File: src/rtl/phf_pkg.sv
// Shared types, constants and functions of the packet header filter.
// No dependencies; the top level, phf_front, phf_cell and phf_back refer to it by scoped names.
package phf_pkg;

   localparam int unsigned HashBytes   = 18;
   localparam int unsigned StreamBits  = 8 * HashBytes;
   localparam int unsigned TagBytes    = 15;
   localparam int unsigned TagBits     = 8 * TagBytes;
   localparam int unsigned CsrAddrBits = 4;
   localparam int unsigned CsrDataBits = 64;

   localparam logic [63:0] FnvBasis    = 64'hCBF2_9CE4_8422_2325;
   localparam logic [15:0] MinLength   = 16'd18;
   localparam logic        CsrMagicIdx = 1'b0;

   typedef struct packed {
      logic               need_hash;
      logic               known_acc;
      logic               pass;
      logic [TagBits-1:0] hdr;
   } phf_side_type;

   typedef struct packed {
      logic                  valid;
      logic [63:0]           hash;
      logic [StreamBits-1:0] stream;
      phf_side_type          side;
   } phf_stage_type;

   typedef struct packed {
      logic accept;
      logic passthrough;
   } phf_rsp_type;

   // One FNV-1a byte step; prime is 2^40 + 0x1B3, taken as shifts and adds.
   function automatic logic [63:0] fnv_step(input logic [63:0] h, input logic [7:0] b);
      logic [63:0] x;
      x = h ^ {56'h0, b};
      return (x << 40) + (x << 8) + (x << 7) + (x << 5) + (x << 4) + (x << 1) + x;
   endfunction

   // Header bytes 1..17 packed, byte 1 at bits 7:0.
   function automatic logic basic_ok(input logic [135:0] d);
      logic ok;
      ok = (d[15:8] == (8'h01 | (~d[7:0] ^ 8'd113)));
      ok = ok && (d[23:16]   inside {[8'h2A:8'h2D]});
      ok = ok && (d[31:24]   inside {[8'hC8:8'hE7]});
      ok = ok && (d[39:32]   inside {[8'h05:8'h44]});
      ok = ok && (d[55:48]   inside {[8'h4E:8'h51]});
      ok = ok && (d[63:56]   inside {[8'h60:8'hDF]});
      ok = ok && (d[71:64]   inside {[8'h64:8'hE3]});
      ok = ok && (d[79:72]   inside {8'h07, 8'h4F});
      ok = ok && (d[87:80]   inside {8'h25, 8'h53});
      ok = ok && (d[95:88]   inside {[8'h7C:8'h83]});
      ok = ok && (d[103:96]  inside {[8'hAF:8'hB6]});
      ok = ok && (d[111:104] inside {[8'h21:8'h60]});
      ok = ok && (d[119:112] inside {8'h61, 8'h05, 8'h2B, 8'h0D});
      ok = ok && (d[127:120] inside {[8'hD2:8'hF1]});
      ok = ok && (d[135:128] inside {[8'h11:8'h90]});
      return ok;
   endfunction

   // Two-byte byte-sum tag, first tag byte at bits 7:0.
   function automatic logic [15:0] sum_tag(input logic [31:0] src, input logic [31:0] dst,
                                           input logic [15:0] len);
      logic [11:0] s;
      logic [7:0]  t0;
      logic [7:0]  t1;
      s = 12'(len[7:0]) + 12'(len[15:8]);
      for (int i = 0; i < 4; i++) begin
         s = s + 12'(src[8*i +: 8]) + 12'(dst[8*i +: 8]);
      end
      t0 = 8'h01 | (s[7:0] ^ {4'h0, s[11:8]} ^ 8'd193);
      t1 = 8'h01 | (~t0 ^ 8'd113);
      return {t1, t0};
   endfunction

   // Fifteen tag bytes drawn from the hash, matched against header bytes 3..17.
   function automatic logic [TagBits-1:0] hash_tag(input logic [63:0] h);
      logic [TagBits-1:0] t;
      logic [7:0]         sel_byte;
      case (h[9:8])
         2'd0:    sel_byte = 8'd97;
         2'd1:    sel_byte = 8'd5;
         2'd2:    sel_byte = 8'd43;
         default: sel_byte = 8'd13;
      endcase
      t[7:0]     = {6'h0, h[55:54]} + 8'd42;
      t[15:8]    = {3'h0, h[28:24]} + 8'd200;
      t[23:16]   = {2'h0, h[23:18]} + 8'd5;
      t[31:24]   = h[7:0];
      t[39:32]   = {6'h0, h[17:16]} + 8'd78;
      t[47:40]   = {1'b0, h[38:32]} + 8'd96;
      t[55:48]   = {2'h0, h[15:10]} + 8'd100;
      t[63:56]   = h[56] ? 8'd7 : 8'd79;
      t[71:64]   = h[39] ? 8'd83 : 8'd37;
      t[79:72]   = {5'h0, h[42:40]} + 8'd124;
      t[87:80]   = {5'h0, h[15:13]} + 8'd175;
      t[95:88]   = {2'h0, h[53:48]} + 8'd33;
      t[103:96]  = sel_byte;
      t[111:104] = {3'h0, h[47:43]} + 8'd210;
      t[119:112] = {1'b0, h[63:57]} + 8'd17;
      return t;
   endfunction

endpackage

File: src/rtl/phf_back.sv
// Exit stage: compares the hash tag, forms the verdict and holds it in an
// output register backed by a skid register. Depends on phf_pkg.
module phf_back (
   input  logic                  clock,
   input  logic                  reset,
   input  phf_pkg::phf_stage_type stage_in,
   output logic                  advance,
   output logic                  rsp_valid,
   input  logic                  rsp_ready,
   output phf_pkg::phf_rsp_type  rsp_data
);

   phf_pkg::phf_rsp_type verdict;
   phf_pkg::phf_rsp_type out_data_ff, out_data_in;
   phf_pkg::phf_rsp_type skid_data_ff, skid_data_in;
   logic                 out_valid_ff, out_valid_in;
   logic                 skid_valid_ff, skid_valid_in;
   logic                 taken;
   logic                 tag_match;

   always_comb begin
      tag_match           = (phf_pkg::hash_tag(stage_in.hash) == stage_in.side.hdr);
      verdict.accept      = stage_in.side.need_hash ? tag_match : stage_in.side.known_acc;
      verdict.passthrough = stage_in.side.pass;
   end

   assign advance = !skid_valid_ff;
   assign taken   = out_valid_ff && rsp_ready;

   always_comb begin
      out_valid_in  = out_valid_ff;
      out_data_in   = out_data_ff;
      skid_valid_in = skid_valid_ff;
      skid_data_in  = skid_data_ff;
      if (skid_valid_ff) begin
         // chain is held; drain the skid once the output frees up
         if (taken) begin
            out_data_in   = skid_data_ff;
            skid_valid_in = 1'b0;
         end
      end else if (stage_in.valid) begin
         if (!out_valid_ff || taken) begin
            out_valid_in = 1'b1;
            out_data_in  = verdict;
         end else begin
            skid_valid_in = 1'b1;
            skid_data_in  = verdict;
         end
      end else if (taken) begin
         out_valid_in = 1'b0;
      end
   end

   always_ff @(posedge clock) begin
      if (reset) begin
         out_valid_ff  <= 1'b0;
         skid_valid_ff <= 1'b0;
      end else begin
         out_valid_ff  <= out_valid_in;
         skid_valid_ff <= skid_valid_in;
      end
   end

   always_ff @(posedge clock) begin
      out_data_ff  <= out_data_in;
      skid_data_ff <= skid_data_in;
   end

   assign rsp_valid = out_valid_ff;
   assign rsp_data  = out_data_ff;

endmodule

File: config.mk
export PLATFORM = sky130hd
export DESIGN_NAME = phf_back
export DESIGN_NICKNAME = d
export VERILOG_FILES = /design/src/rtl/phf_pkg.sv /design/src/rtl/phf_back.sv
export SDC_FILE = /design/constraint.sdc
export NUM_CORES = 1
export LEC_CHECK = 0
export BUFFER_PORTS_ARGS = -buffer_cell sky130_fd_sc_hd__buf_2
export CORE_AREA = 2 2 131 133
export DETAILED_ROUTE_END_ITERATION = 7
export DIE_AREA = 0 0 133 135
export PLACE_DENSITY = 0.39
export SLEW_MARGIN = 20
export SYNTH_ARGS = -nofsm -noshare
export SYNTH_HDL_FRONTEND = slang
export SYNTH_SLANG_ARGS = --single-unit
File: constraint.sdc
create_clock -name clock -period 5.7 [get_ports clock]
set_clock_uncertainty 0.05 [all_clocks]
set_input_delay 0.285 -clock clock [delete_from_list [all_inputs] [get_ports clock]]
set_output_delay 0.285 -clock clock [all_outputs]
set_load 0.03 [all_outputs]
==> flow_summary.ini, run 1 <==
[yosys]
synth_flop_cell = edfxtp_1
synth_edf_count = 4
synth_seq_cells = 6
seq_area_frac_synth = 0.0870
yosysMostFrequentCell = xnor2_1
synth_common_cells = 38 x xnor2_1, 32 x xor2_1, 13 x inv_1
yosysWarnings = 0
yosys-top-cells-area = xnor2_1 18%, xor2_1 15%, ha_1 6.8%
syn-instance-count = 236
synth_cell_type_count = 50
synth_fp_nets = 581
synthesis.area_mm2 = 0.00184
avgSynthCellArea_um2 = 7.80
yosys.area.top_type_share = 0.181
synth_top_area_cell = xnor2_1
async_reset_ff_frac = 0

[critical_path]
worstPathArrival_ns = 3.41
path_cells = buf_2, inv_1, ha_1, ha_1, xnor2_1, nor4_1, o2111ai_1, nor2_1, o2111ai_1, nor4_1, o22a_1
worstPathMaxFanout = 5
crit_slowest_cell = nor4_1
crit_type = in2reg
r2r-start = skid_valid_ff
worstSetupEndpointType = flip-flop
critPathRequiredTime_ns = 5.75
critPathMaxStageDelay_ns = 0.82
cp-start-kind = input port
startpoint = stage_in[280]

[clock_network]
cts_resized = 0
numCtsBuffers = 3
holdBufCountCts = 0
root_buffer = clkbuf_16
clkSinkCount = 6
htreeDepth = 1
cts_tree = built
clock_path_buffers = 2
clk_latency_ns = 0.23
cts.clk_slew.worst_paths_ns = 0.03
post_cts_buffers = 0

[timing]
maxSlewViolCount = 0
max_freq_mhz = 297
finalHoldViolations = 0
fin_crit_sh = 0.590
final.setup.worst_slack_ns = 2.33
worst_pin_slew_ns = 1.01
max-slew-margin-rel = 0.319
setup_violations = 0
holdWs_ns = 0.178
tns_ns = 0
period_minus_slack_ns = 3.37
rsz0062_at_grt = false

[layout]
syn_to_final_growth_pct = 71.1
fin_nets = 777
drive_above_1_share = 0.470

[route]
drt_drc_violations_left = 0
finalWirelength_mm = 8.84
vias = 2436
avgRoutedWirePerCell_um = 13.6
ant_nets = 0
firstDrtPassIters = 4
drt_iter0_markers = 79
vias_per_cell = 3.74

[power_and_ir_drop]
p_leak_nw = 1.43
p_per_area_mw_per_mm2 = 115
vdd_drop_max_mv = 0.0812
power.total_mw = 0.364

[place]
routabilityCongestion = 0.777
port-buffer-count = 191
place_ws_ns = 2.09
hpwlAfterDp_mm = 8.28

[hold_path]
hp-class = in2reg
holdCritStartpoint = reset

[job]
maxCapViolations = 0

[grt]
grt_max_degree = 7
grt_pass1_wl_mm = 12.8
grt_pass1_vias = 2469
antenna_found_initial = 2
grt.overflow.total = 0
grt_use_total = 0.0936

[floorplanning]
start_util = 0.112
die_area_mm2 = 0.0180
die_x_um = 133
pin_count = 339
rows = 47
fp.dieH_um = 135
core_mm2 = 0.0164

[outcome]
outcome = finished clean
## routing by layer
layer  vias to the layer above  routed length [um]  track usage
li1                       1262                   -            -
met1                      1007                4190        0.128
met2                       159                3690        0.151
met3                         6                 904       0.0233
met4                         2                  46       0.0143
met5                         -                   7            0
## logic make-up (layout without fill, tap and decap cells)
kind of cell,count (synthesis),count (layout),synth area share
xor+xnor,70,70,0.333
other cells,0,1,0
mux,2,2,0.0116
fa+ha+maj,10,10,0.0680
compound gates,41,41,0.146
simple gates,94,94,0.328
buf+inv,13,207,0.0265
flops,6,6,0.0870
## final timing paths
kind / end / slack (ns) / cells past startpoint
setup / recovery: rsp_data[1] / 2.33 / 11
hold / removal: rsp_valid / 0.18 / 2
setup reg to reg: rsp_data[1] / 4.52 / 3
hold reg to reg: rsp_data[1] / 0.49 / 1
## layout make-up
class / instances / area (um2)
sequential: 6 / 160
fill: 1873 / 13300
multi-input combinational: 217 / 1630
timing repair buffer: 191 / 956
inverter: 13 / 48.8
clock buffer: 3 / 75.1
tap: 220 / 275
antenna: 1 / 2.50
## state kept, by name, indices dropped and copies added (netlist names)
register       count
rsp_data           2
rsp_valid          1
skid_data_ff       2
skid_valid_ff      1
## placed cells by master (no fill, tap or decap), drive strengths merged, types with 2 or more instances in the layout
master   synthesis  layout
nand2b           7       7
inv             13      13
nand4b           3       3
o2111ai          3       3
nor4bb           2       2
nor3b            4       4
o22ai            2       2
clkbuf           0       3
dfxtp            2       2
nand4           10      10
o21ai           12      12
xor2            32      32
buf              0     191
nor2             8       8
nand3b           2       2
a21oi           11      11
nand2           12      12
nor3             4       4
ha              10      10
edfxtp           4       4
a211o            2       2
xnor2           38      38
nand3           10      10
nor2b            6       6
or2              2       2
and3             2       2
nor4b            4       4
or4b             2       2
nor4            14      14
## critical path, delay by kind of cell
kind,cells,cell delay [ns]
simple gates,3,1.69
compound gates,3,0.60
buf+inv,2,0.20
fa+ha+maj,2,0.49
xor+xnor,1,0.13
## per-stage QoR
stage | area, um2 | util | std cells
after detailed placement | 3070 | 0.187 | 647
after global placement | 3070 | 0.187 | 647
after floorplan | 1840 | - | 236
after CTS | 3150 | 0.192 | 650
final | 3150 | 0.192 | 651
after global routing | 3150 | 0.192 | 651
## report_power, final
part	leakage, nW	total (mW)	switching (mW)	internal [mW]
Sequential	0.0544	0.0514	0.00168	0.0498
Combinational	1.34	0.198	0.0968	0.101
Clock	0.0370	0.114	0.0243	0.0901
Total	1.43	0.364	0.123	0.241
Note: power is estimated with default switching activity, not from simulation.
==> inputs of run 2 (changes only) <==
--- a/config.mk
+++ b/config.mk
@@ -6,10 +6,10 @@
 export NUM_CORES = 1
 export LEC_CHECK = 0
 export BUFFER_PORTS_ARGS = -buffer_cell sky130_fd_sc_hd__buf_2
-export CORE_AREA = 2 2 131 133
+export CORE_AREA = 2 2 132 134
 export DETAILED_ROUTE_END_ITERATION = 7
-export DIE_AREA = 0 0 133 135
-export PLACE_DENSITY = 0.39
+export DIE_AREA = 0 0 134 136
+export PLACE_DENSITY = 0.4
 export SLEW_MARGIN = 20
 export SYNTH_ARGS = -nofsm -noshare
 export SYNTH_HDL_FRONTEND = slang
==> constraint.sdc (replaced) <==
create_clock -name clock -period 2.7 [get_ports clock]
set_clock_uncertainty 0.05 [all_clocks]
set_input_delay 0.135 -clock clock [delete_from_list [all_inputs] [get_ports clock]]
set_output_delay 0.135 -clock clock [all_outputs]
set_load 0.03 [all_outputs]
==> run 2 against run 1 <==
First-iteration DRC count decreased by 27%. Largest cell class unchanged. Global-route usage increased by 0.81 points. Utilization decreased by 0.15 points.
==> flow_summary.ini, run 2 (synthesis results as in run 1) <==
[outcome]
outcome = finished clean

[layout]
final_common_cell = buf_2
drive_above_1_share = 0.477
final_cell_mix = 191 x buf_2, 38 x xnor2_1, 32 x xor2_1, 13 x inv_1
fin_nets = 784
layout.cells.non_filler = 665
multiInputGateArea_mm2 = 0.00163
register_area_um2 = 160
final_util = 0.190
fin_area_mm2 = 0.00321
syn_to_final_growth_pct = 74.6
fill_cells = 1940

[floorplanning]
fp.dieH_um = 136
rows = 48
core_mm2 = 0.0169
die_area_mm2 = 0.0182
die_x_um = 134
start_util = 0.109
pin_count = 339

[critical_path]
startpoint = stage_in[311]
critPathRequiredTime_ns = 2.75
cp-start-kind = input port
r2r_end = skid_data_ff[1]
worstSetupEndpointType = flip-flop
worstPathMaxFanout = 2
crit_type = in2reg
worstPathArrival_ns = 2.48
reg2reg_depth = 2
regToRegSetupSlack_ns = 1.53
r2r-start = rsp_valid
worstSetupEndpoint = rsp_data[1]

[timing]
tns_ns = 0
maxSlewViolCount = 0
finalHoldViolations = 0
fin_crit_sh = 0.900
setup_violations = 0
rsz0062_at_grt = false
max_freq_mhz = 411
final.setup.worst_slack_ns = 0.270
holdWs_ns = 0.0381
max-slew-margin-rel = 0.606
worst_pin_slew_ns = 0.577
period_minus_slack_ns = 2.43

[clock_network]
clk_latency_ns = 0.22
cts_tree = built
cts_resized = 0
clkSinkCount = 6
htreeDepth = 1
cts.clk_slew.worst_paths_ns = 0.03
clock_path_buffers = 2
post_cts_buffers = 0
holdBufCountCts = 0
numCtsBuffers = 3
root_buffer = clkbuf_16

[place]
routabilityCongestion = 0.892
hpwlAfterDp_mm = 9.26
post_dp_cell_area_mm2 = 0.00313
place_ws_ns = -0.0349
place_inst = 659
port-buffer-count = 191

[grt]
grt_pass1_vias = 2582
grt_max_degree = 7
grt_pass1_wl_mm = 13.9
grt_use_total = 0.102
antenna_found_initial = 2
grt.overflow.total = 0

[route]
firstDrtPassIters = 4
ant_nets = 0
finalWirelength_mm = 9.66
drt_drc_violations_left = 0
vias = 2491
avgRoutedWirePerCell_um = 14.5
vias_per_cell = 3.75
drt_iter0_markers = 58

[hold_path]
hp-class = in2reg

[power_and_ir_drop]
p_leak_nw = 1.47
p_per_area_mw_per_mm2 = 241
power.total_mw = 0.774
vdd_drop_max_mv = 0.163

[job]
maxCapViolations = 0
-- run 2: changes by cell type in the layout (fill, tap and decap cells not counted), sizes merged --
cell	delta
clkbuf	+1
buf	+7
diode	+1
-- run 2: worst min-delay path by stage --
| stage | start | endpoint | cells after the start | slack [ns] |
|---|---|---|---|---|
| finish | reset | rsp_valid | 2 | 0.04 |
| global route | reset | rsp_valid | 2 | 0.04 |
| CTS | reset | rsp_valid | 2 | 0.04 |
| detailed placement | reset | rsp_valid | 2 | 0.27 |
| global placement | reset | rsp_valid | 2 | 0.26 |
| floorplan | reset | rsp_valid | 1 | 0.15 |
-- run 2: final cells by class --
class	instances	share of cell area
antenna	2	0.00156
clock buffer	4	0.0245
inverter	13	0.0152
multi-input combinational	217	0.508
sequential	6	0.0498
tap	225	0.0876
timing repair buffer	198	0.314
-- run 2: per-layer routing --
layer,vias to the layer above,track usage,part of all wire
li1,1280,-,-
met1,1055,0.134,0.47
met2,154,0.171,0.43
met3,2,0.0283,0.095
met4,0,0.0106,0.0026
met5,-,0,0
-- run 2: critical path, cell delays in order --
cell and delay, ns:
buf_2 0.11, ha_1 0.33, xor2_1 0.19, nor4_1 0.30, nand4_1 0.21, nor4_4 0.35
o2111ai_1 0.15, nor4_1 0.40, buf_4 0.19, o22a_1 0.12
-- run 2: where the power goes --
part           internal, mW  total, mW  switching (mW)
Combinational         0.217      0.421           0.204
Sequential            0.105      0.109         0.00404
Clock                 0.196      0.244          0.0482
==> inputs of run 3 (changes only) <==
==> config.mk (replaced) <==
export PLATFORM = sky130hd
export DESIGN_NAME = phf_back
export DESIGN_NICKNAME = d
export VERILOG_FILES = /design/src/rtl/phf_pkg.sv /design/src/rtl/phf_back.sv
export SDC_FILE = /design/constraint.sdc
export NUM_CORES = 1
export LEC_CHECK = 0
export CORE_AREA = 2 2 131 133
export DETAILED_ROUTE_END_ITERATION = 7
export DIE_AREA = 0 0 133 135
export DONT_BUFFER_PORTS = 1
export PLACE_DENSITY = 0.3
export SLEW_MARGIN = 20
export SYNTH_ARGS = -nofsm -noshare
export SYNTH_HDL_FRONTEND = slang
export SYNTH_SLANG_ARGS = --single-unit
==> run 3 against run 2 <==
Clock power about the same. Via count shrank 26%. Sequential share of layout area up 2.1 points. Maximum frequency rose by 2.6%. First-iteration DRC count increased by 29%. Global-route usage fell by 2.2 points. Critical path type unchanged. Worst hold slack worse by 0.0016 ns. Cell area shrank 30%. Flip-flop and latch count unchanged.
==> flow_summary.ini, run 3 (synthesis results as in run 1) <==
[outcome]
outcome = finished clean

[timing]
max_freq_mhz = 422
max-slew-margin-rel = 0.584
finalHoldViolations = 0
final.setup.worst_slack_ns = 0.330
setup_violations = 0
worst_pin_slew_ns = 0.608
rsz0062_at_grt = false
maxSlewViolCount = 0
tns_ns = 0
period_minus_slack_ns = 2.37
fin_crit_sh = 0.878

[critical_path]
critPathRequiredTime_ns = 2.75
path_cells = inv_1, ha_1, ha_1, xnor2_1, nor4_4, buf_4, nand4_1, nor2_1, o2111ai_1, nor4_1, buf_4, o22a_1
cp-start-kind = input port
crit_buf_inv = 3
cpLargestDelayFamily = simple AND/OR/NAND/NOR gates
regToRegSetupSlack_ns = 1.30
worstPathMaxFanout = 5
worstPathArrival_ns = 2.42
reg2reg_depth = 3
critPathMaxStageDelay_ns = 0.42
crit_slowest_cell = nor4_1
worst-path-stages = 12
crit_type = in2reg
worstSetupEndpointType = flip-flop

[layout]
final_cell_mix = 38 x xnor2_1, 32 x xor2_1, 13 x inv_1, 12 x nand2_1
multiInputGateArea_mm2 = 0.00165
n_antenna_cell = 0
fill_cells = 1878
final_util = 0.138
final_common_cell = xnor2_1
drive_above_1_share = 0.0610
fin_area_mm2 = 0.00226
fin_nets = 592
register_area_um2 = 160
syn_to_final_growth_pct = 22.9

[floorplanning]
start_util = 0.112
fp.dieH_um = 135
die_area_mm2 = 0.0180
core_mm2 = 0.0164
rows = 47
pin_count = 339
die_x_um = 133

[place]
port-buffer-count = 0
place_ws_ns = -0.354
routabilityCongestion = 0.754
hpwlAfterDp_mm = 7.34
post_dp_cell_area_mm2 = 0.00214

[grt]
grt.overflow.total = 0
grt_pass1_vias = 1827
grt_max_degree = 7
antenna_found_initial = 0
grt_use_total = 0.0797
grt_pass1_wl_mm = 10.5

[clock_network]
root_buffer = clkbuf_16
cts.clk_slew.worst_paths_ns = 0.04
clkSinkCount = 6
post_cts_buffers = 0
numCtsBuffers = 3
clk_latency_ns = 0.23
cts_tree = built
htreeDepth = 1
clock_path_buffers = 2

[power_and_ir_drop]
p_per_area_mw_per_mm2 = 266
power.total_mw = 0.603
vdd_drop_max_mv = 0.146
p_leak_nw = 0.716

[job]
maxCapViolations = 0

[hold_path]
hp-class = in2reg
holdPathStages = 2

[route]
drt_iter0_markers = 75
firstDrtPassIters = 4
vias_per_cell = 3.94
drt_drc_violations_left = 0
finalWirelength_mm = 7.88
avgRoutedWirePerCell_um = 16.9
vias = 1834
ant_nets = 0
[run 3: per-layer routing]
| metal | part of all wire | up-vias | wire length [um] | global-route usage |
|---|---|---|---|---|
| li1 | - | 888 | - | - |
| met1 | 0.45 | 793 | 3520 | 0.110 |
| met2 | 0.44 | 151 | 3460 | 0.129 |
| met3 | 0.11 | 2 | 873 | 0.0210 |
| met4 | 0.0034 | 0 | 27 | 0.00777 |
| met5 | 0 | - | 0 | 0 |
[run 3: layout make-up]
cell class                 instances  area share
timing repair buffer               6      0.0232
clock buffer                       4      0.0348
inverter                          13      0.0216
tap                              220       0.122
sequential                         6      0.0708
multi-input combinational        217       0.728
[run 3: timing repair]
item,4_1_cts,5_1_grt
hold buffers,3,0
pin swaps,0,0
resized for setup,1,1
endpoints found under the hold margin,3,0
setup endpoints to repair,2,1
[run 3: final timing paths]
check | start | end
worst max register to register | skid_valid_ff | rsp_data[1]
worst min-delay path | stage_in[331] | rsp_valid
worst max-delay path | stage_in[280] | rsp_data[1]
worst min register to register | skid_data_ff[1] | rsp_data[1]
[run 3: power breakdown]
group          switching, mW  internal (mW)
clock network         0.0507          0.196
registers             0.0122          0.105
logic                  0.115          0.124
[run 3: through the flow]
step / hold slack (ns) / cells
after floorplan: 0.154 / 236
after global placement: 0.162 / 459
after detailed placement: 0.156 / 459
after CTS: 0.0353 / 466
after global routing: 0.0721 / 466
final: 0.0365 / 466
