<file path="config.mk">
export PLATFORM = sky130hd
export DESIGN_NAME = phf_cell
export DESIGN_NICKNAME = d
export VERILOG_FILES = /design/src/rtl/phf_pkg.sv /design/src/rtl/phf_cell.sv
export SDC_FILE = /design/constraint.sdc
export NUM_CORES = 1
export LEC_CHECK = 0
export BUFFER_PORTS_ARGS = -buffer_cell sky130_fd_sc_hd__buf_2
export CAP_MARGIN = 25
export CORE_MARGIN = 10
export CORE_UTILIZATION = 33
export DETAILED_ROUTE_END_ITERATION = 10
export MAX_ROUTING_LAYER = met4
export PLACE_DENSITY_LB_ADDON = 0.3
export SLEW_MARGIN = 40
export SYNTH_ARGS = -nofsm -noshare
export SYNTH_HDL_FRONTEND = slang
export SYNTH_SLANG_ARGS = --single-unit
export TNS_END_PERCENT = 5
</file>
<file path="constraint.sdc">
create_clock -name clock -period 14.7 [get_ports clock]
set_input_delay 0.735 -clock clock [delete_from_list [all_inputs] [get_ports clock]]
set_output_delay 0.735 -clock clock [all_outputs]
set_load 0.01 [all_outputs]
</file>
<file path="src/rtl/phf_pkg.sv">
// Shared types, constants and functions of the packet header filter.
// No dependencies; the top level, phf_front, phf_cell and phf_back refer to it by scoped names.
package phf_pkg;

   localparam int unsigned HashBytes   = 18;
   localparam int unsigned StreamBits  = 8 * HashBytes;
   localparam int unsigned TagBytes    = 15;
   localparam int unsigned TagBits     = 8 * TagBytes;
   localparam int unsigned CsrAddrBits = 4;
   localparam int unsigned CsrDataBits = 64;

   localparam logic [63:0] FnvBasis    = 64'hCBF2_9CE4_8422_2325;
   localparam logic [15:0] MinLength   = 16'd18;
   localparam logic        CsrMagicIdx = 1'b0;

   typedef struct packed {
      logic               need_hash;
      logic               known_acc;
      logic               pass;
      logic [TagBits-1:0] hdr;
   } phf_side_type;

   typedef struct packed {
      logic                  valid;
      logic [63:0]           hash;
      logic [StreamBits-1:0] stream;
      phf_side_type          side;
   } phf_stage_type;

   typedef struct packed {
      logic accept;
      logic passthrough;
   } phf_rsp_type;

   // One FNV-1a byte step; prime is 2^40 + 0x1B3, taken as shifts and adds.
   function automatic logic [63:0] fnv_step(input logic [63:0] h, input logic [7:0] b);
      logic [63:0] x;
      x = h ^ {56'h0, b};
      return (x << 40) + (x << 8) + (x << 7) + (x << 5) + (x << 4) + (x << 1) + x;
   endfunction

   // Header bytes 1..17 packed, byte 1 at bits 7:0.
   function automatic logic basic_ok(input logic [135:0] d);
      logic ok;
      ok = (d[15:8] == (8'h01 | (~d[7:0] ^ 8'd113)));
      ok = ok && (d[23:16]   inside {[8'h2A:8'h2D]});
      ok = ok && (d[31:24]   inside {[8'hC8:8'hE7]});
      ok = ok && (d[39:32]   inside {[8'h05:8'h44]});
      ok = ok && (d[55:48]   inside {[8'h4E:8'h51]});
      ok = ok && (d[63:56]   inside {[8'h60:8'hDF]});
      ok = ok && (d[71:64]   inside {[8'h64:8'hE3]});
      ok = ok && (d[79:72]   inside {8'h07, 8'h4F});
      ok = ok && (d[87:80]   inside {8'h25, 8'h53});
      ok = ok && (d[95:88]   inside {[8'h7C:8'h83]});
      ok = ok && (d[103:96]  inside {[8'hAF:8'hB6]});
      ok = ok && (d[111:104] inside {[8'h21:8'h60]});
      ok = ok && (d[119:112] inside {8'h61, 8'h05, 8'h2B, 8'h0D});
      ok = ok && (d[127:120] inside {[8'hD2:8'hF1]});
      ok = ok && (d[135:128] inside {[8'h11:8'h90]});
      return ok;
   endfunction

   // Two-byte byte-sum tag, first tag byte at bits 7:0.
   function automatic logic [15:0] sum_tag(input logic [31:0] src, input logic [31:0] dst,
                                           input logic [15:0] len);
      logic [11:0] s;
      logic [7:0]  t0;
      logic [7:0]  t1;
      s = 12'(len[7:0]) + 12'(len[15:8]);
      for (int i = 0; i < 4; i++) begin
         s = s + 12'(src[8*i +: 8]) + 12'(dst[8*i +: 8]);
      end
      t0 = 8'h01 | (s[7:0] ^ {4'h0, s[11:8]} ^ 8'd193);
      t1 = 8'h01 | (~t0 ^ 8'd113);
      return {t1, t0};
   endfunction

   // Fifteen tag bytes drawn from the hash, matched against header bytes 3..17.
   function automatic logic [TagBits-1:0] hash_tag(input logic [63:0] h);
      logic [TagBits-1:0] t;
      logic [7:0]         sel_byte;
      case (h[9:8])
         2'd0:    sel_byte = 8'd97;
         2'd1:    sel_byte = 8'd5;
         2'd2:    sel_byte = 8'd43;
         default: sel_byte = 8'd13;
      endcase
      t[7:0]     = {6'h0, h[55:54]} + 8'd42;
      t[15:8]    = {3'h0, h[28:24]} + 8'd200;
      t[23:16]   = {2'h0, h[23:18]} + 8'd5;
      t[31:24]   = h[7:0];
      t[39:32]   = {6'h0, h[17:16]} + 8'd78;
      t[47:40]   = {1'b0, h[38:32]} + 8'd96;
      t[55:48]   = {2'h0, h[15:10]} + 8'd100;
      t[63:56]   = h[56] ? 8'd7 : 8'd79;
      t[71:64]   = h[39] ? 8'd83 : 8'd37;
      t[79:72]   = {5'h0, h[42:40]} + 8'd124;
      t[87:80]   = {5'h0, h[15:13]} + 8'd175;
      t[95:88]   = {2'h0, h[53:48]} + 8'd33;
      t[103:96]  = sel_byte;
      t[111:104] = {3'h0, h[47:43]} + 8'd210;
      t[119:112] = {1'b0, h[63:57]} + 8'd17;
      return t;
   endfunction

endpackage

</file>
<file path="src/rtl/phf_cell.sv">
// One cell of the hash chain: folds the lowest stream byte into the hash
// and hands hash, remaining stream and verdict data on. Depends on phf_pkg.
module phf_cell (
   input  logic                  clock,
   input  logic                  reset,
   input  logic                  en,
   input  phf_pkg::phf_stage_type stage_in,
   output phf_pkg::phf_stage_type stage_out
);

   phf_pkg::phf_stage_type stage_ff;
   phf_pkg::phf_stage_type stage_next_in;

   always_comb begin
      stage_next_in        = stage_in;
      stage_next_in.hash   = phf_pkg::fnv_step(stage_in.hash, stage_in.stream[7:0]);
      stage_next_in.stream = {8'h00, stage_in.stream[phf_pkg::StreamBits-1:8]};
   end

   always_ff @(posedge clock) begin
      if (reset) begin
         stage_ff.valid <= 1'b0;
      end else if (en) begin
         stage_ff <= stage_next_in;
      end
   end

   assign stage_out = stage_ff;

endmodule

</file>
==> results of run 1 <==
-- synth_stat cells (6+ instances only) --
cell type / count / area (um2)
nor2_1: 31 / 116
a31oi_1: 8 / 50.1
nand2_1: 39 / 146
edfxtp_1: 323 / 9700
buf_4: 8 / 60.1
o21ai_0: 21 / 105
clkbuf_1: 9 / 33.8
xor2_1: 24 / 210
o21bai_1: 6 / 45.0
inv_1: 392 / 1470
a21o_1: 40 / 300
nand4_1: 7 / 43.8
nor2b_1: 8 / 50.1
ha_1: 110 / 1380
fa_1: 245 / 4900
nand2b_1: 9 / 56.3
nand3_1: 14 / 70.1
o21a_1: 8 / 60.1
a211oi_1: 6 / 45.0
a21oi_1: 58 / 290
xnor2_1: 54 / 473
and3_1: 8 / 50.1
-- final timing paths --
check,from,to,slack [ns],cells after the start
min,stage_in[213],stage_out[205],0.34,1
max reg2reg,stage_out[331],stage_out[331],14.12,2
min reg2reg,stage_out[331],stage_out[331],0.52,2
max,stage_in[126],stage_out[329],8.37,18
-- layer usage --
metal / GRT usage / up-vias / wire length [um]
met2: 0.365 / 627 / 39300
met5: - / - / 0
met3: 0.0818 / 109 / 7880
met1: 0.264 / 7215 / 31600
li1: - / 6335 / -
met4: 0.0814 / 0 / 3060
-- power groups by stage --
stage | Sequential [mW] | Clock (mW) | Combinational [mW]
after CTS | 1.38 | 1.02 | 3.26
final | 1.38 | 0.993 | 3.23
after global routing | 1.39 | 1.06 | 3.62
after floorplan | 1.46 | 0 | 2.25
after global placement | 1.40 | 0 | 3.20
after detailed placement | 1.40 | 0 | 3.24
-- per-stage QoR --
| step | std cells | area, um2 | hold WS (ns) | worst slack [ns] | util |
|---|---|---|---|---|---|
| 3_3_place_gp | 2932 | 24500 | 0.477 | 7.66 | 0.405 |
| 4_1_cts | 3004 | 25800 | 0.311 | 8.14 | 0.426 |
| 3_5_place_dp | 2933 | 24500 | 0.511 | 7.59 | 0.405 |
| 5_1_grt | 3040 | 26000 | 0.316 | 8.08 | 0.428 |
| 2_1_floorplan | 1502 | 20300 | 0.528 | 5.12 | - |
| 6_report | 3046 | 26000 | 0.338 | 8.37 | 0.429 |
-- cell families (layout without fill, tap and decap cells) --
family	count (synthesis)	in the layout	synth area share
multiplexers	3	3	0.00148
adder cells (fa/ha/maj)	355	355	0.310
other	1	49	0.000185
flip-flops	324	324	0.480
AND/OR/NAND/NOR	137	137	0.0331
buffers and inverters	411	1132	0.0778
XOR/XNOR	78	78	0.0338
AO/OA/AOI/OAI	186	186	0.0632
-- layout make-up --
| type | instances | area (um2) | share of cell area |
|---|---|---|---|
| inverters | 393 | 1480 | 0.0568 |
| clock buffers | 45 | 1040 | 0.0401 |
| clock inverters | 26 | 239 | 0.00920 |
| flip-flops and latches | 324 | 9720 | 0.374 |
| diodes | 41 | 103 | 0.00395 |
| multi-input cells | 767 | 9000 | 0.346 |
| well taps | 782 | 978 | 0.0377 |
| repair buffers | 668 | 3420 | 0.132 |
-- worst max-delay path: cells and delay by family --
kind	cells	cell delay, ns
XOR/XNOR	1	0.62
AO/OA/AOI/OAI	7	1.91
AND/OR/NAND/NOR	2	0.57
buffers and inverters	2	0.43
adder cells (fa/ha/maj)	5	2.16
multiplexers	1	0.19
-- cells in the final DEF (no fill, tap or decap), types with 21 or more instances in the layout --
cell	count
clkbuf_16	41
a21oi_1	58
a21o_1	40
edfxtp_1	323
xnor2_1	54
diode_2	41
nand2_1	39
o21ai_0	21
inv_1	392
ha_1	110
fa_1	245
xor2_1	22
buf_2	658
nor2_1	31
==> metrics.log, run 1 <==
INFO  metric timing.critical_path.cells = buf_2, xnor2_1, inv_1, fa_1, fa_1, fa_1, ha_1, ha_1, a21o_1, a211oi_1, a2111oi_2, o21ai_1, a31oi_1, or3_1, a31oi_2, o31a_1, mux2i_1, nand4_1
INFO  metric placement_rows = 90
INFO  metric clock_sinks = approximately 320
INFO  metric grt_start_max_net_pins = between 150 and 200
INFO  metric core_area = approximately 61000 um2
INFO  metric synth.avg_cell_area = ~14 um2
INFO  metric power.share.switching = 0.423
INFO  metric ys_types = between 60 and 70
INFO  metric ant_nets = 0
INFO  metric fill_cells = ~5800
INFO  metric grt_pass1_vias = between 10000 and 15000
INFO  metric peakVddDrop = around 0.00013 V
INFO  metric cts_inserted_buffers = 40
INFO  metric worstSetupStartpointType = input pin
INFO  metric grt_antenna_before_repair = 48
INFO  metric detailedPlacementHpwl = roughly 70 mm
INFO  metric post-route-period-util = 0.431
INFO  metric gr-total-overflow = 0
INFO  metric async_set_or_reset_flop_fraction_in_the_synthesized_netlist = 0
INFO  metric place.gp.congestion = between 0.9 and 1
INFO  metric p_per_area = ~220 nW/um2
INFO  metric worst_slew_pin_slew = 0.777 ns
INFO  metric via_count = between 10000 and 15000
INFO  metric cts.clk_slew.worst_paths = approximately 0.06 ns
INFO  metric post_cts_setup_buffer_count = 0
INFO  metric yosys_warnings = 0
INFO  metric detailedRoute.firstIterationViolations = 1082
INFO  metric timing_worst_setup_path_type = in -> reg
INFO  metric rsz0062_at_grt = false
INFO  metric first_pass_iters = 5
INFO  metric seqPwrFrac = 0.246
INFO  metric fin_worst_skew = 0 ns
INFO  metric clockPowerShare = 0.177
INFO  metric post_synth_instance_area = roughly 20000 um2
INFO  metric post_drt_via_cell_ratio = around 4.7
INFO  metric max_cap_violations = 0
INFO  metric period_needed = roughly 6.3 ns
INFO  metric slowest_cell_on_crit_path = fa_1
INFO  metric cp_common_cell = fa_1
INFO  metric grt_pass1_wl = between 100 and 150 mm
INFO  metric min-delay-path-class = in -> reg
INFO  metric p_comb_frac = 0.577
INFO  metric boundaryPins = between 600 and 700
INFO  metric share_of_layout_cells_above_drive_strength_1 = 0.335
INFO  metric die_height = about 270 um
INFO  metric max_slew_margin = 0.478
INFO  metric max_reg_flops = ~320
INFO  metric internal_power = roughly 3.2 mW
INFO  metric totalNegativeSetupSlack = 0 ns
INFO  metric setup_viol = 0
INFO  metric maxClockFrequency = between 150 and 200 MHz
INFO  metric totalPowerFinal = 5.60 mW
INFO  metric timing.final.max_slew_violations = 0
INFO  metric cp_data_required_time = 15.00 ns
INFO  metric clk-insertion-delay-late = approximately 0.56 ns
INFO  metric cts_resized = 0
INFO  metric root_buffer = clkbuf_16
INFO  metric syn-instance-count = between 1000 and 1500
INFO  metric max_stage_delay = between 0.6 and 0.7 ns
INFO  metric tritoncts_clock_tree = built
INFO  metric cts.hold.buffers_added = 0
INFO  metric portion_of_the_post_synthesis_area_used_by_sequential_elements = 0.480
INFO  metric drc_errors = 0
INFO  metric fin_nets = ~2900
INFO  metric power.static_leakage = 12.3 nW
INFO  metric kind_of_capture_point_of_the_worst_setup_path = flop
INFO  metric report.final.hold_viol_count = 0
INFO  metric areaGrowthSynthToFinish = 28.3%
INFO  metric route.detailed.wl_per_inst = 26.9 um
INFO  metric h-tree-depth = 2
INFO  metric die_area = 71600 um2
INFO  metric io_buffer_count = roughly 660
INFO  metric crit_arrival = ~6.6 ns
INFO  metric initial_core_util = 0.334
INFO  metric yosys_register_bits = ~320
INFO  metric power.switching = 2.37 mW
INFO  metric dominantRegCellSynth = edfxtp_1
INFO  metric postRouteWirelength = roughly 80 mm
INFO  metric worst-path-max-fanout = 4
INFO  metric clock_tree.buffer_depth = 3
INFO  metric synth-edff-count = 323
INFO  metric grtUsageTotal = 0.229
INFO  metric status = completed
INFO  metric die_x = roughly 270 um
No activity file was read; power rests on OpenSTA's default activity.
==> inputs of run 2 (changes only) <==
==> constraint.sdc (replaced) <==
create_clock -name clock -period 5.4 [get_ports clock]
set_input_delay 0.27 -clock clock [delete_from_list [all_inputs] [get_ports clock]]
set_output_delay 0.27 -clock clock [all_outputs]
set_load 0.01 [all_outputs]
==> metrics.log, run 2 (synthesis gave the netlist of run 1 again) <==
INFO  metric share_of_layout_cells_above_drive_strength_1 = 0.345 (+0.0107)
INFO  metric min-delay-path-class = in -> reg
INFO  metric die_height = 268 um (unchanged)
INFO  metric cts_inserted_buffers = 40 (unchanged)
INFO  metric tritoncts_clock_tree = built
INFO  metric place.gp.congestion = 0.988 (+1.2%)
INFO  metric p_per_area = 562 nW/um2 (+160%)
INFO  metric peakVddDrop = 0.000371 V (+190%)
INFO  metric rsz0062_at_grt = false
INFO  metric detailedRoute.firstIterationViolations = 1009 (-6.7%)
INFO  metric grt_antenna_before_repair = 34 (-29%)
INFO  metric clock_tree.buffer_depth = 3 (unchanged)
INFO  metric placement_rows = 90 (unchanged)
INFO  metric drc_errors = 0 (unchanged)
INFO  metric initial_core_util = 0.334 (unchanged)
INFO  metric crit_arrival = 5.51 ns (-1.12 ns)
INFO  metric slowest_cell_on_crit_path = fa_1
INFO  metric detailedPlacementHpwl = 72.6 mm (+3.8%)
INFO  metric totalNegativeSetupSlack = 0 ns (unchanged)
INFO  metric fin_nets = 3315 (+15%)
INFO  metric post_drt_via_cell_ratio = 4.59 (-2.2%)
INFO  metric clk-insertion-delay-late = 0.55 ns (about the same)
INFO  metric power.static_leakage = 14.2 nW (+16%)
INFO  metric fin_worst_skew = 0 ns (unchanged)
INFO  metric post-route-period-util = 0.970
INFO  metric max_cap_violations = 0 (unchanged)
INFO  metric grt_start_max_net_pins = 168 (+3.1%)
INFO  metric clock_sinks = 324 (unchanged)
INFO  metric timing.final.max_slew_violations = 0 (unchanged)
INFO  metric worst-path-max-fanout = 6 (+2)
INFO  metric io_buffer_count = 658 (unchanged)
INFO  metric launch_point_of_the_worst_reg_to_reg_path = stage_out[331]
INFO  metric cp_common_cell = ha_1
INFO  metric die_area = 71600 um2 (unchanged)
INFO  metric status = completed
INFO  metric cp_data_required_time = 5.68 ns (-9.32 ns)
INFO  metric max_reg_flops = 324 (unchanged)
INFO  metric max_stage_delay = 0.48 ns (-0.16 ns)
INFO  metric worstSetupStartpointType = input pin
INFO  metric period_needed = between 5 and 6 ns
INFO  metric post_cts_setup_buffer_count = 0 (unchanged)
INFO  metric timing.critical_path.cells = buf_2, xor2_1, buf_12, xnor2_1, ha_1, or2_2, fa_1, ha_1, ha_1, buf_4, fa_1, a21o_1, a221oi_4, a21oi_2, and4b_4, a2111oi_4, buf_4, o21bai_1, a31o_1, a211oi_1, nor2_1, xor2_1
INFO  metric crit_buf_inv = 4 (+2)
INFO  metric boundaryPins = 667 (unchanged)
INFO  metric min_from = en
INFO  metric via_count = 15900 (+11%)
INFO  metric route.detailed.wl_per_inst = 25.1 um (-6.6%)
INFO  metric areaGrowthSynthToFinish = 47.5%
INFO  metric grtUsageTotal = 0.244 (+0.0156)
INFO  metric crit_start = stage_in[123]
INFO  metric report.final.hold_viol_count = 0 (unchanged)
INFO  metric ant_nets = 0 (unchanged)
INFO  metric worst_slew_pin_slew = 0.812 ns (+0.0355 ns)
INFO  metric grt_pass1_wl = 121 mm (+8.5%)
INFO  metric die_x = 268 um (unchanged)
INFO  metric root_buffer = clkbuf_16
INFO  metric max_slew_margin = 0.458 (-0.0200)
INFO  metric crit_path_leading_delay_family = adder cells
INFO  metric timing_worst_setup_path_type = in -> reg
INFO  metric gr-total-overflow = 0 (unchanged)
INFO  metric maxClockFrequency = 191 MHz
INFO  metric final_cell_mix = buf_2 (658), inv_1 (392), edfxtp_1 (323)
INFO  metric kind_of_capture_point_of_the_worst_setup_path = flop
INFO  metric core_area = 60600 um2 (unchanged)
INFO  metric cts.clk_slew.worst_paths = 0.06 ns (about the same)
INFO  metric first_pass_iters = 5 (unchanged)
INFO  metric grt_pass1_vias = 17000 (+14%)
INFO  metric setup_viol = 0 (unchanged)
INFO  metric totalPowerFinal = 16.8 mW (+200%)
INFO  metric h-tree-depth = 2 (unchanged)
INFO  metric postRouteWirelength = 87.0 mm (+6.3%)
INFO  metric layout.cells.most_common = buf_2
==> run 2: cell count changes in the layout (fill, tap and decap cells not counted), moves of 2 or more <==
cell           previous run  this run
clkinv_1                 11         9
dlygate4sd3_1             0       261
clkinvlp_4                1         3
clkbuf_1                  4         6
buf_4                     5       173
buf_12                    1         5
diode_2                  41        30
==> run 2: final timing paths <==
kind	endpoint	slack, ns	cells after the start
setup / recovery	stage_out[306]	0.16	22
hold / removal	stage_out[34]	0.16	2
setup reg to reg	stage_out[331]	4.19	3
hold reg to reg	stage_out[331]	1.15	3
==> run 2: stage by stage <==
stage	hold slack (ns)	setup WS, ns	instances	cell area, um2	util
floorplan	0.342	-0.131	1502	20300	-
global placement	0.447	-0.386	3103	25900	0.427
detailed placement	0.448	-0.383	3103	25900	0.427
CTS	0.119	0.168	3436	29700	0.491
global route	0.143	0.0185	3462	29800	0.493
finish	0.159	0.164	3467	29900	0.493
==> run 2: per-layer routing <==
metal / vias to the layer above / part of all wire / track usage / wire (um)
met1: 7980 / 0.40 / 0.290 / 34800
li1: 7156 / - / - / -
met2: 636 / 0.48 / 0.387 / 41400
met5: - / 0 / - / 0
met3: 132 / 0.075 / 0.0638 / 6510
met4: 0 / 0.049 / 0.111 / 4290
==> run 2: final cells by class <==
class,instances,area [um2]
fillers,5530,30700
inverters,393,1480
repair buffers,1099,7340
clock buffers,46,1020
well taps,782,978
flip-flops and latches,324,9720
clock inverters,26,229
diodes,30,75.1
multi-input cells,767,9010
==> run 2: worst reg2reg max path, delay by kind of cell (launching register included) <==
| family | cells | cell delay [ns] |
|---|---|---|
| buffers and inverters | 1 | 0.55 |
| flip-flops | 1 | 0.42 |
| multiplexers | 1 | 0.10 |
| AND/OR/NAND/NOR | 1 | 0.09 |
==> run 2: what timing repair did <==
| item | CTS | global route |
|---|---|---|
| hold buffers | 261 | 0 |
| gates resized for setup | 0 | 5 |
| hold endpoints to repair | 260 | 0 |
| endpoints found under the setup margin | 0 | 8 |
==> run 2: report_power, final <==
| group | leakage [nW] | internal, mW | total (mW) | switching, mW |
|---|---|---|---|---|
| sequential | 3.04 | 3.60 | 3.75 | 0.149 |
| combinational | 10.5 | 4.87 | 10.4 | 5.55 |
| clock | 0.607 | 1.51 | 2.60 | 1.09 |
==> inputs of run 3 (changes only) <==
--- a/config.mk
+++ b/config.mk
@@ -7,11 +7,11 @@
 export LEC_CHECK = 0
 export BUFFER_PORTS_ARGS = -buffer_cell sky130_fd_sc_hd__buf_2
 export CAP_MARGIN = 25
-export CORE_MARGIN = 10
-export CORE_UTILIZATION = 33
+export CORE_AREA = 2 2 259 261
 export DETAILED_ROUTE_END_ITERATION = 10
+export DIE_AREA = 0 0 261 263
 export MAX_ROUTING_LAYER = met4
-export PLACE_DENSITY_LB_ADDON = 0.3
+export PLACE_DENSITY = 0.65
 export SLEW_MARGIN = 40
 export SYNTH_ARGS = -nofsm -noshare
 export SYNTH_HDL_FRONTEND = slang
==> metrics.log, run 3 <==
INFO  metric placement.setup.worst_slack = -0.518 ns (-0.135 ns)
INFO  metric worstEndpointGrtRepair = stage_out[330]$_DFFE_PP_/D
INFO  metric root_buffer = clkbuf_16
INFO  metric run.stop_error = [ERROR DRT-0255] Maze Route cannot find path of net clock in worker of routeBox ( 241500 0 ) ( 261000 48300 ).
INFO  metric yosys_warnings = 0 (unchanged)
INFO  metric syn-instance-count = 1495 (unchanged)
INFO  metric grt_antenna_before_repair = 31 (-8.8%)
INFO  metric async_set_or_reset_flop_fraction_in_the_synthesized_netlist = 0 (unchanged)
INFO  metric cts_inserted_buffers = 40 (unchanged)
INFO  metric yosys_register_bits = 324 (unchanged)
INFO  metric grtUsageTotal = 0.278 (+0.0338)
INFO  metric numPlacedInstances = 3172 (+2.2%)
INFO  metric synth-edff-count = 323 (unchanged)
INFO  metric place.gp.congestion = 1.06 (+7.7%)
INFO  metric status = stopped before the end
INFO  metric clock_tree.buffer_depth = 3 (unchanged)
INFO  metric grt_pass1_vias = 17300 (+1.7%)
INFO  metric post_cts_setup_buffer_count = 0 (unchanged)
INFO  metric die_height = 263 um (-1.7%)
INFO  metric post_synth_instance_area = 20200 um2 (unchanged)
INFO  metric gr-total-overflow = 0 (unchanged)
INFO  metric portion_of_the_post_synthesis_area_used_by_sequential_elements = 0.480 (unchanged)
INFO  metric detailedPlacementHpwl = 78.5 mm (+8.1%)
INFO  metric dominantRegCellSynth = edfxtp_1
INFO  metric grt_pass1_wl = 128 mm (+6.4%)
INFO  metric placement_rows = 94 (+4.4%)
INFO  metric io_buffer_count = 658 (unchanged)
INFO  metric h-tree-depth = 2 (unchanged)
INFO  metric boundaryPins = 667 (unchanged)
INFO  metric ys_types = 61 (unchanged)
INFO  metric yosys-top-cells-area = edfxtp_1 (48%), fa_1 (24%), inv_1 (7.3%), ha_1 (6.8%), xnor2_1 (2.3%)
INFO  metric synth.avg_cell_area = 13.5 um2 (unchanged)
INFO  metric cell_with_the_most_instances_after_synthesis = inv_1
INFO  metric lastStage = 5_2_route
INFO  metric clock_sinks = 324 (unchanged)
INFO  metric leading_area_contributor_after_synthesis = edfxtp_1
INFO  metric die_x = 261 um (-2.5%)
INFO  metric post-synth-top-area-fraction = 0.479 (unchanged)
INFO  metric grt_start_max_net_pins = 153 (-8.9%)
INFO  metric synth_cell_count_leaders = inv_1 (392), edfxtp_1 (323), fa_1 (245)
INFO  metric initial_core_util = 0.308 (-0.0257)
INFO  metric worstEndpointType = register input
==> run 3: cell counts after synthesis <==
No cell type changed its count.
==> run 3: what timing repair did <==
item	4_1_cts	5_1_grt
hold endpoints to repair	234	0
setup endpoints to repair	0	19
hold buffers	235	0
gates resized for setup	0	1
==> run 3: metrics by stage <==
| step | hold slack (ns) | utilization | TNS, ns | instance area [um2] |
|---|---|---|---|---|
| 2_1_floorplan | 0.342 | - | -42.40 | 20300 |
| 3_3_place_gp | 0.448 | 0.394 | -5.42 | 25900 |
| 3_5_place_dp | 0.448 | 0.394 | -8.28 | 25900 |
| 4_1_cts | 0.000381 | 0.451 | 0 | 29600 |
| 5_1_grt | 0.0148 | 0.452 | 0 | 29600 |
==> run 3: kinds of logic after synthesis <==
kind of cell,count (synthesis),synth area share
AOI/OAI and AO/OA,186,0.0632
muxes,3,0.00148
xor gates and xnor gates,78,0.0338
other,1,0.000185
DFF,324,0.480
buffers and inverters,411,0.0778
and+or+nand+nor,137,0.0331
adders and majority gates,355,0.310
==> run 3: per-layer routing <==
layer,GRT usage
met1,0.364
met2,0.426
met3,0.0506
met4,0.114
met5,-
==> inputs of run 4 (changes only) <==
--- a/config.mk
+++ b/config.mk
@@ -7,11 +7,10 @@
 export LEC_CHECK = 0
 export BUFFER_PORTS_ARGS = -buffer_cell sky130_fd_sc_hd__buf_2
 export CAP_MARGIN = 25
-export CORE_AREA = 2 2 259 261
+export CORE_MARGIN = 2
+export CORE_UTILIZATION = 20
 export DETAILED_ROUTE_END_ITERATION = 10
-export DIE_AREA = 0 0 261 263
-export MAX_ROUTING_LAYER = met4
-export PLACE_DENSITY = 0.65
+export PLACE_DENSITY_LB_ADDON = 0.15
 export SLEW_MARGIN = 40
 export SYNTH_ARGS = -nofsm -noshare
 export SYNTH_HDL_FRONTEND = slang
==> constraint.sdc (replaced) <==
create_clock -name clock -period 7 [get_ports clock]
set_input_delay 0.35 -clock clock [delete_from_list [all_inputs] [get_ports clock]]
set_output_delay 0.35 -clock clock [all_outputs]
set_load 0.01 [all_outputs]
==> metrics.log, run 4 (synthesis gave the netlist of run 1 again) <==
INFO  metric boundaryPins = 667 (unchanged)
INFO  metric status = completed
INFO  metric detailedPlacementHpwl = 62.4 mm (-21%)
INFO  metric rsz0062_at_grt = false
INFO  metric cts_resized = 0 (unchanged)
INFO  metric timing.final.max_slew_violations = 0
INFO  metric worst-path-max-fanout = 6
INFO  metric fin_worst_skew = 0 ns
INFO  metric postPlaceCellArea = 25200 um2 (-2.5%)
INFO  metric kind_of_capture_point_of_the_worst_setup_path = flop
INFO  metric die_height = 322 um (+22%)
INFO  metric die_area = between 100000 and 150000 um2
INFO  metric worstSetupStartpointType = input pin
INFO  metric clock_tree.buffer_depth = 3 (unchanged)
INFO  metric cts_inserted_buffers = 43 (+7.5%)
INFO  metric grt_start_max_net_pins = 116 (-24%)
INFO  metric cts.hold.buffers_added = 261 (+11%)
INFO  metric postRouteWirelength = between 70 and 80 mm
INFO  metric core_area = between 100000 and 150000 um2
INFO  metric io_buffer_count = 658 (unchanged)
INFO  metric worst_slew_pin_slew = between 0.7 and 0.8 ns
INFO  metric grt_pass1_wl = 107 mm (-17%)
INFO  metric clock_sinks = 324 (unchanged)
INFO  metric launch_point_of_the_worst_reg_to_reg_path = stage_out[331]
INFO  metric tritoncts_clock_tree = built
INFO  metric grtUsageTotal = 0.141 (-0.137)
INFO  metric area_of_the_multi_input_gates = between 8000 and 9000 um2
INFO  metric via_count = around 15000
INFO  metric setup_viol = 0
INFO  metric grt_pass1_vias = 15800 (-8.5%)
INFO  metric maxClockFrequency = between 150 and 200 MHz
INFO  metric report.final.hold_viol_count = 0
INFO  metric initial_core_util = 0.202 (-0.106)
INFO  metric layout.cells.most_common = buf_2
INFO  metric grt_antenna_before_repair = 18 (-42%)
INFO  metric gr-total-overflow = 0 (unchanged)
INFO  metric p_per_area = ~420 nW/um2
INFO  metric max_reg_flops = 324
INFO  metric route.detailed.wl_per_inst = 19.9 um
INFO  metric crit_arrival = 6.23 ns
INFO  metric place.gp.congestion = 0.819 (-23%)
INFO  metric reg2regPathDepth = 3
INFO  metric peakVddDrop = between 0.0002 and 0.00025 V
INFO  metric first_pass_iters = 5
INFO  metric post_cts_setup_buffer_count = 0 (unchanged)
INFO  metric max_cap_violations = 0
INFO  metric clk-insertion-delay-late = 0.58 ns
INFO  metric share_of_layout_cells_above_drive_strength_1 = 0.300
INFO  metric layout.area.seq = 9720 um2
INFO  metric post_drt_via_cell_ratio = slightly below 4
INFO  metric min_delay_path_depth = 3
INFO  metric final_cell_mix = buf_2 (658), inv_1 (392), edfxtp_1 (323)
INFO  metric post-route-period-util = 0.839
INFO  metric fill_cells = ~10000
INFO  metric die_x = 322 um (+23%)
INFO  metric regToRegEndpoint = stage_out[331]
INFO  metric detailedRoute.firstIterationViolations = about 760
INFO  metric cp_data_required_time = around 7.4 ns
INFO  metric totalNegativeSetupSlack = 0 ns
INFO  metric placement_rows = 116 (+23%)
INFO  metric min-delay-path-class = in -> reg
INFO  metric setup.reg_to_reg.worst_slack = approximately 5.9 ns
INFO  metric min_from = stage_in[267]
INFO  metric utilization = 0.292
INFO  metric period_needed = 5.88 ns
INFO  metric timing_worst_setup_path_type = in -> reg
INFO  metric finalInstanceArea = roughly 29000 um2
INFO  metric h-tree-depth = 2 (unchanged)
INFO  metric fin_nets = approximately 3200
INFO  metric ant_nets = 0
INFO  metric drc_errors = 0
INFO  metric root_buffer = clkbuf_16
INFO  metric worst_hold_path.endpoint = stage_out[267]
INFO  metric areaGrowthSynthToFinish = 44.6%
INFO  metric power.static_leakage = ~13 nW
INFO  metric max_slew_margin = 0.527
INFO  metric cts.clk_slew.worst_paths = ~0.07 ns
## run 4: metrics by stage
step	hold slack [ns]	power, mW	std cells	worst slack, ns
finish	0.352	12.3	3800	1.12
global route	0.335	13.4	3793	0.735
CTS	0.309	12.6	3791	1.17
detailed placement	0.484	10.1	3453	0.542
global placement	0.486	10.1	3452	0.565
floorplan	0.422	7.78	1502	1.39
## run 4: worst max-delay path, stage by stage
cell and delay (ns):
buf_2 0.11, xor2_1 0.42, buf_4 0.23, clkinv_1 0.22, xnor2_1 0.22, ha_1 0.19
or2_2 0.31, fa_1 0.46, ha_1 0.31, ha_1 0.35, ha_1 0.30, and3_1 0.19
o21ai_0 0.56, a2111oi_2 0.20, o21ai_1 0.29, a31oi_1 0.18, or3_1 0.48, a31oi_2 0.32
o31a_1 0.24, mux2i_1 0.20, nand4_1 0.08
## run 4: area by class of cell
class,count,area share
tap,1298,0.0555
antenna,9,0.000769
clock inverter,25,0.0101
clock buffer,52,0.0379
timing repair buffer,932,0.207
inverter,393,0.0504
sequential,324,0.332
multi-input combinational,767,0.307
## run 4: worst max path at each step
stage	from	endpoint	slack, ns	depth (start not counted)
2_1_floorplan	en	stage_out[0]	1.39	1
3_3_place_gp	stage_in[129]	stage_out[319]	0.56	20
3_5_place_dp	stage_in[129]	stage_out[319]	0.54	20
4_1_cts	stage_in[129]	stage_out[319]	1.17	20
5_1_grt	stage_in[124]	stage_out[329]	0.73	21
6_report	stage_in[124]	stage_out[329]	1.12	21
## run 4: report_power, final
part / switching, mW / internal (mW)
Sequential: 0.111 / 2.78
Combinational: 4.22 / 2.91
Clock: 0.929 / 1.33
Total: 5.26 / 7.02
## run 4: layer usage
metal  track usage  vias up  routed length, um
met4        0.0583       20               3080
met1         0.167     7436              29900
met5             0        -                137
met2         0.246      486              37600
li1              -     6808                  -
met3        0.0340      114               4750
